### src/hdl/ora_sample_ram.sv
// ----------------------------------------------------------------------------
// ora_sample_ram
// Burst sample store: one write port, one read port, registered read data.
// ----------------------------------------------------------------------------
module ora_sample_ram #(
   parameter int DEPTH  = 20,
   parameter int WIDTH  = 12,
   parameter int ADDR_W = 5
) (
   input  logic              clock,
   input  logic              wr_en,
   input  logic [ADDR_W-1:0] wr_addr,
   input  logic [WIDTH-1:0]  wr_data,
   input  logic              rd_en,
   input  logic [ADDR_W-1:0] rd_addr,
   output logic [WIDTH-1:0]  rd_data
);

   logic [WIDTH-1:0] mem [DEPTH];
   logic [WIDTH-1:0] rd_data_ff;

   // write incoming samples
   always_ff @(posedge clock) begin
      if (wr_en) begin
         mem[wr_addr] <= wr_data;
      end
   end

   // register read data
   always_ff @(posedge clock) begin
      if (rd_en) begin
         rd_data_ff <= mem[rd_addr];
      end
   end

   assign rd_data = rd_data_ff;

endmodule

### config.mk
export PLATFORM = sky130hd
export DESIGN_NAME = ora_sample_ram
export DESIGN_NICKNAME = d
export VERILOG_FILES = /design/src/hdl/ora_sample_ram.sv
export SDC_FILE = /design/constraint.sdc
export NUM_CORES = 1
export LEC_CHECK = 0
export ABC_AREA = 1
export BUFFER_PORTS_ARGS = -buffer_cell sky130_fd_sc_hd__buf_4
export CAP_MARGIN = 20
export CORE_MARGIN = 2
export CORE_UTILIZATION = 60
export CTS_CLUSTER_SIZE = 16
export DETAILED_ROUTE_END_ITERATION = 7
export PLACE_DENSITY = 0.83
export SYNTH_ARGS = -nofsm -noshare
export SYNTH_HDL_FRONTEND = slang
export SYNTH_SLANG_ARGS = --single-unit
export TNS_END_PERCENT = 100
### constraint.sdc
create_clock -name clock -period 1.4 [get_ports clock]
set_input_delay 0.14 -clock clock [delete_from_list [all_inputs] [get_ports clock]]
set_output_delay 0.14 -clock clock [all_outputs]
set_load 0.01 [all_outputs]
== Word level (Yosys, flattened, before mapping) ==
Memory sizes are Yosys's and may differ from the RTL's. A register that Yosys moved wholly into a read port is not among the register bits.
Cells that the tools add are included.
Word-level totals
  register bits: 0
  bits in latches: 0
  memory bits (writable): 240
  bits in read-only memories: 0
  input bits: 25
  output and inout port bits: 12
  word-level logic and storage cells: 3
  memories kept: 1
Memory list
  mem: words 20, bits a word 12, rd ports 1, clocked after memory_dff 1, write ports 1, line 19  | logic [WIDTH-1:0] mem [DEPTH];
Operators by class
  add/subtract/negate cells: 0
  multiply operators: 0
  div/mod/pow operators: 0
  order comparisons: 0
  equality and inequality tests: 0
  shift operators: 0
  multiplexer cells: 2
  bitwise operators: 0
  reductions and logical operators: 0
Operators with widths (count)
  two-way mux 1 bit: 2

== Longest topological paths before layout ==
  depth after elaboration: 2
  gate-level depth with buffers: 11
  depth with buffers taken out: 9

== Worst setup path before layout ==
OpenSTA, ideal clock, no wires.
  path type: input port to flip-flop
  start: in wr_addr[4]
  end: mem mem[12][0] (enable)
  library setup time: 380 ps
  data arrival time: 908 ps
  required time: 1020 ps
  path slack: 112 ps
  stages on the path: 3
  path buffers: 0
  path through: inv_1 -> nand3_1 -> nor2_1
RTL lines
  start: declaration: line 12  | input logic [ADDR_W-1:0] wr_addr,
  end: declaration: line 19
No word-level cell before the write port.

==> summary.md <==
| Metric | Value |
|---|---|
| DR WL/cell | 21.6 um |
| Routed met1 length | 8950 um |
| Sequential area share after synthesis | 75.3% |
| EDFF count, synth | 252 |
| Slew @ Worst Pin | 440 ps |
| CTS tree | yes |
| Worst-path maximum fanout | 1 |
| Top_reg_cell synth | edfxtp_1 |
| Die width | 133 um |
| Post-synthesis xor/xnor area fraction | 0% |
| DRT Wirelength | 24400 um |
| Core box area | 16500 um^2 |
| Synth top cells by count | nand2_1 (288), edfxtp_1 (252), nand3_1 (153) |
| Largest family of logic cells by synthesized area | simple AND/OR/NAND/NOR gates |
| FF-to-FF setup slack | between 100 and 150 ps |
| Setup-failing EPs final | 0 |
| Worst Setup SP | mem[12][5] |
| Global-route wire length before repair | 38000 um |
| Gr ovfl total | 0 |
| Routability cong. | 0.887 |
| Most common cell in the netlist | nand2_1 |
| Die height | 133 um |
| Top post-synthesis cells by area | edfxtp_1 (75%), nand2_1 (11%), nand3_1 (7.6%) |
| Cells on worst reg2reg path | 8 |
| Metal2 WL | between 10000 and 15000 um |
| Net switching power of the design | around 0.0034 W |
| PD cells | 1350 nW/um^2 |
| CTS Root Cell | clkbuf_16 |
| Antenna-violating nets left | 0 |
| Req. time, crit path | 1670 ps |
| Worst path cell trace | nand2_1 > nand3_1 > nand3_1 > nand2_1 > nand2_1 > nand2_1 > nand2_1 > nand2_1 |
| Worst R2R Start | mem[12][5] |
| Port buffer count | 36 |
| Vias in the first global route | ~6600 |
| Largest net degree at the start of global routing | 41 |
| DR iter-0 viols | 993 |
| Final hold vios | 0 |
| Sw frac | 21.8% |
| Worst vdd ir | 0.840 mV |
| Setup WS pre-CTS | -144 ps |
| RSZ-0062 raised after global routing | no |
| FFs w/ async S/R, synth | 0% |
| Vias per Instance | 6.02 |
| Final Cell Area | between 10000 and 15000 um^2 |
| Startpoint types | flip-flop |
| Synth-to-Final Area Change | 15.1% |
| Clock share of power | 39.0% |
| Distinct cells, synth | 12 |
| Hold Path Class | in -> reg |
| Rows | 47 |
| Synth Area in Adders | 0% |
| Post-CTS Setup Inserts | 0 |
| Post-synth top area share | 75.3% |
| Post-synth top area cell | edfxtp_1 |
| Layout cell share with drive strength beyond 1 | 13.3% |
| Final cycle utilization of the critical path | 92.4% |
| Multiplexer area fraction after synthesis | 0% |
| Slew Viols, Final | 0 |
| Synth warn | 0 |
| Final setup margin | between 100 and 150 ps |
| Final #Nets | between 900 and 1000 |
| Outcome | completed |
| Logic pwr share | 6.8% |
| #FFs+latches synth | roughly 250 |
| # DRC | 0 |
| RR Endpoint | rd_data[5] |
| Worst skew pair latency | 510 ps |
| Total GRT Usage | 28.5% |
| Die area | 17800 um^2 |
| Placement Cell Area | between 10000 and 15000 um^2 |
| Leakage | 4.30 nW |
| CP Class | reg -> reg |
| Total clock sinks | 252 |
| Slowest CP cell | edfxtp_1 |
| N_diodes | 0 |
| Uppermost layer routed | met4 |
| CP max stage delay | roughly 370 ps |
| CTS Buffer Depth | 3 |
| Via Count | 6820 |
| Skew final | 8.20 ps |
| Simple-gate portion of the synthesized area | 20.0% |
| Synth Area in Compound Gates | 1.94% |
| Mapped cell area | approximately 10000 um^2 |
| Final worst path period need | 1290 ps |
| DPL Wire Length | 15000 um |
| Post-Syn Instances | 831 |
| Initial core utilization | 61.0% |
| Pre-antenna DRT Iters | 6 |
| Crit path top cell by count | nand2_1 |
| Met3 wire len | between 2000 and 3000 um |
| Slew Limit Headroom | 70.6% |
| Clk slew on worst S/H paths | 70 ps |
| Post-Syn Nets | roughly 860 |
| Int Pwr | roughly 0.012 W |
| Max cap viols | 0 |
| H-tree Lvls | 1 |
| Cts bufs inserted | 24 |
| Worst Setup EP | rd_data[5] |
| Total power | roughly 0.016 W |
| Syn Area/Cell | 12.1 um^2 |
| Sequential power share | 54.1% |
| Fmax | 0.773 GHz |
| Utilization after layout | 70.3% |
| IO Count | 37 |
| Arr. time, crit path | 1560 ps |
| Setup TNS | 0 ps |
| Initial antenna violation count | 0 |
| Critical path endpoint category | flip-flop |
[cells by family (layout without fill, tap and decap cells)]
group                  after synthesis  in the layout
AND/OR/NAND/NOR                    485            485
buffers and inverters               58            139
AO/OA/AOI/OAI                       36             36
flip-flops                         252            252
[placed cells by master (no fill, tap or decap)]
master and count:
nand2_1 288, buf_4 76, inv_2 1, nand3_1 151, inv_1 8, clkinv_2 7, clkbuf_16 25, edfxtp_1 252
clkbuf_1 8, buf_12 8, nor2_1 44, o21ai_0 24, o22ai_1 12, clkinv_1 3, bufinv_16 1, clkinvlp_4 1
dlygate4sd3_1 1, nand3_2 2
[metal layers]
layer	GRT usage [%]	up-vias
met5	0	-
met4	10.5	0
met3	4.95	74
met2	45.2	473
met1	40.4	3231
li1	-	3042
[final cells by class]
cell class / instances / area (um^2)
clock buffers: 33 / 656
clock inverters: 11 / 78.8
fillers: 1089 / 4890
inverters: 10 / 38.8
multi-input cells: 521 / 2220
flip-flops and latches: 252 / 7570
well taps: 220 / 275
repair buffers: 85 / 741
[worst min path at each step]
stage | cells after the start | start | endpoint | slack, ps
after global placement | 1 | rd_en | rd_data[5] | 490
after global routing | 1 | wr_data[1] | mem[1][1] | 6
after floorplan | 0 | wr_data[0] | mem[0][0] | 240
final | 1 | wr_data[1] | mem[1][1] | 20
after CTS | 1 | wr_data[1] | mem[1][1] | 7
after detailed placement | 1 | rd_en | rd_data[5] | 490
[what timing repair did]
action,CTS,global route
resized for setup,0,2
endpoints found under the hold margin,12,0
hold buffers,1,0
setup endpoints to repair,0,2
[through the flow]
| stage | std cells | hold WS [ps] |
|---|---|---|
| after global routing | 1132 | 6.25 |
| final | 1132 | 16.9 |
| after global placement | 1087 | 493 |
| after detailed placement | 1087 | 491 |
| after CTS | 1132 | 7.21 |
| after floorplan | 831 | 239 |
[state kept, by name, summed over array words and instances, names as in the netlist]
register and count:
rd_data 12, mem 240
[power groups by stage]
stage / clock (W) / combinational, W / sequential, W
after CTS: 0.00615 / 0.00105 / 0.00847
after global routing: 0.00643 / 0.00116 / 0.00847
after global placement: 0 / 0.00100 / 0.00862
final: 0.00611 / 0.00107 / 0.00847
after floorplan: 0 / 0.000522 / 0.00863
after detailed placement: 0 / 0.00103 / 0.00863
[critical path, delay by kind of cell (launching register included)]
family,cells,cell delay (ps)
AND/OR/NAND/NOR,8,670
flip-flops,1,370
No activity file was read; power rests on OpenSTA's default activity.
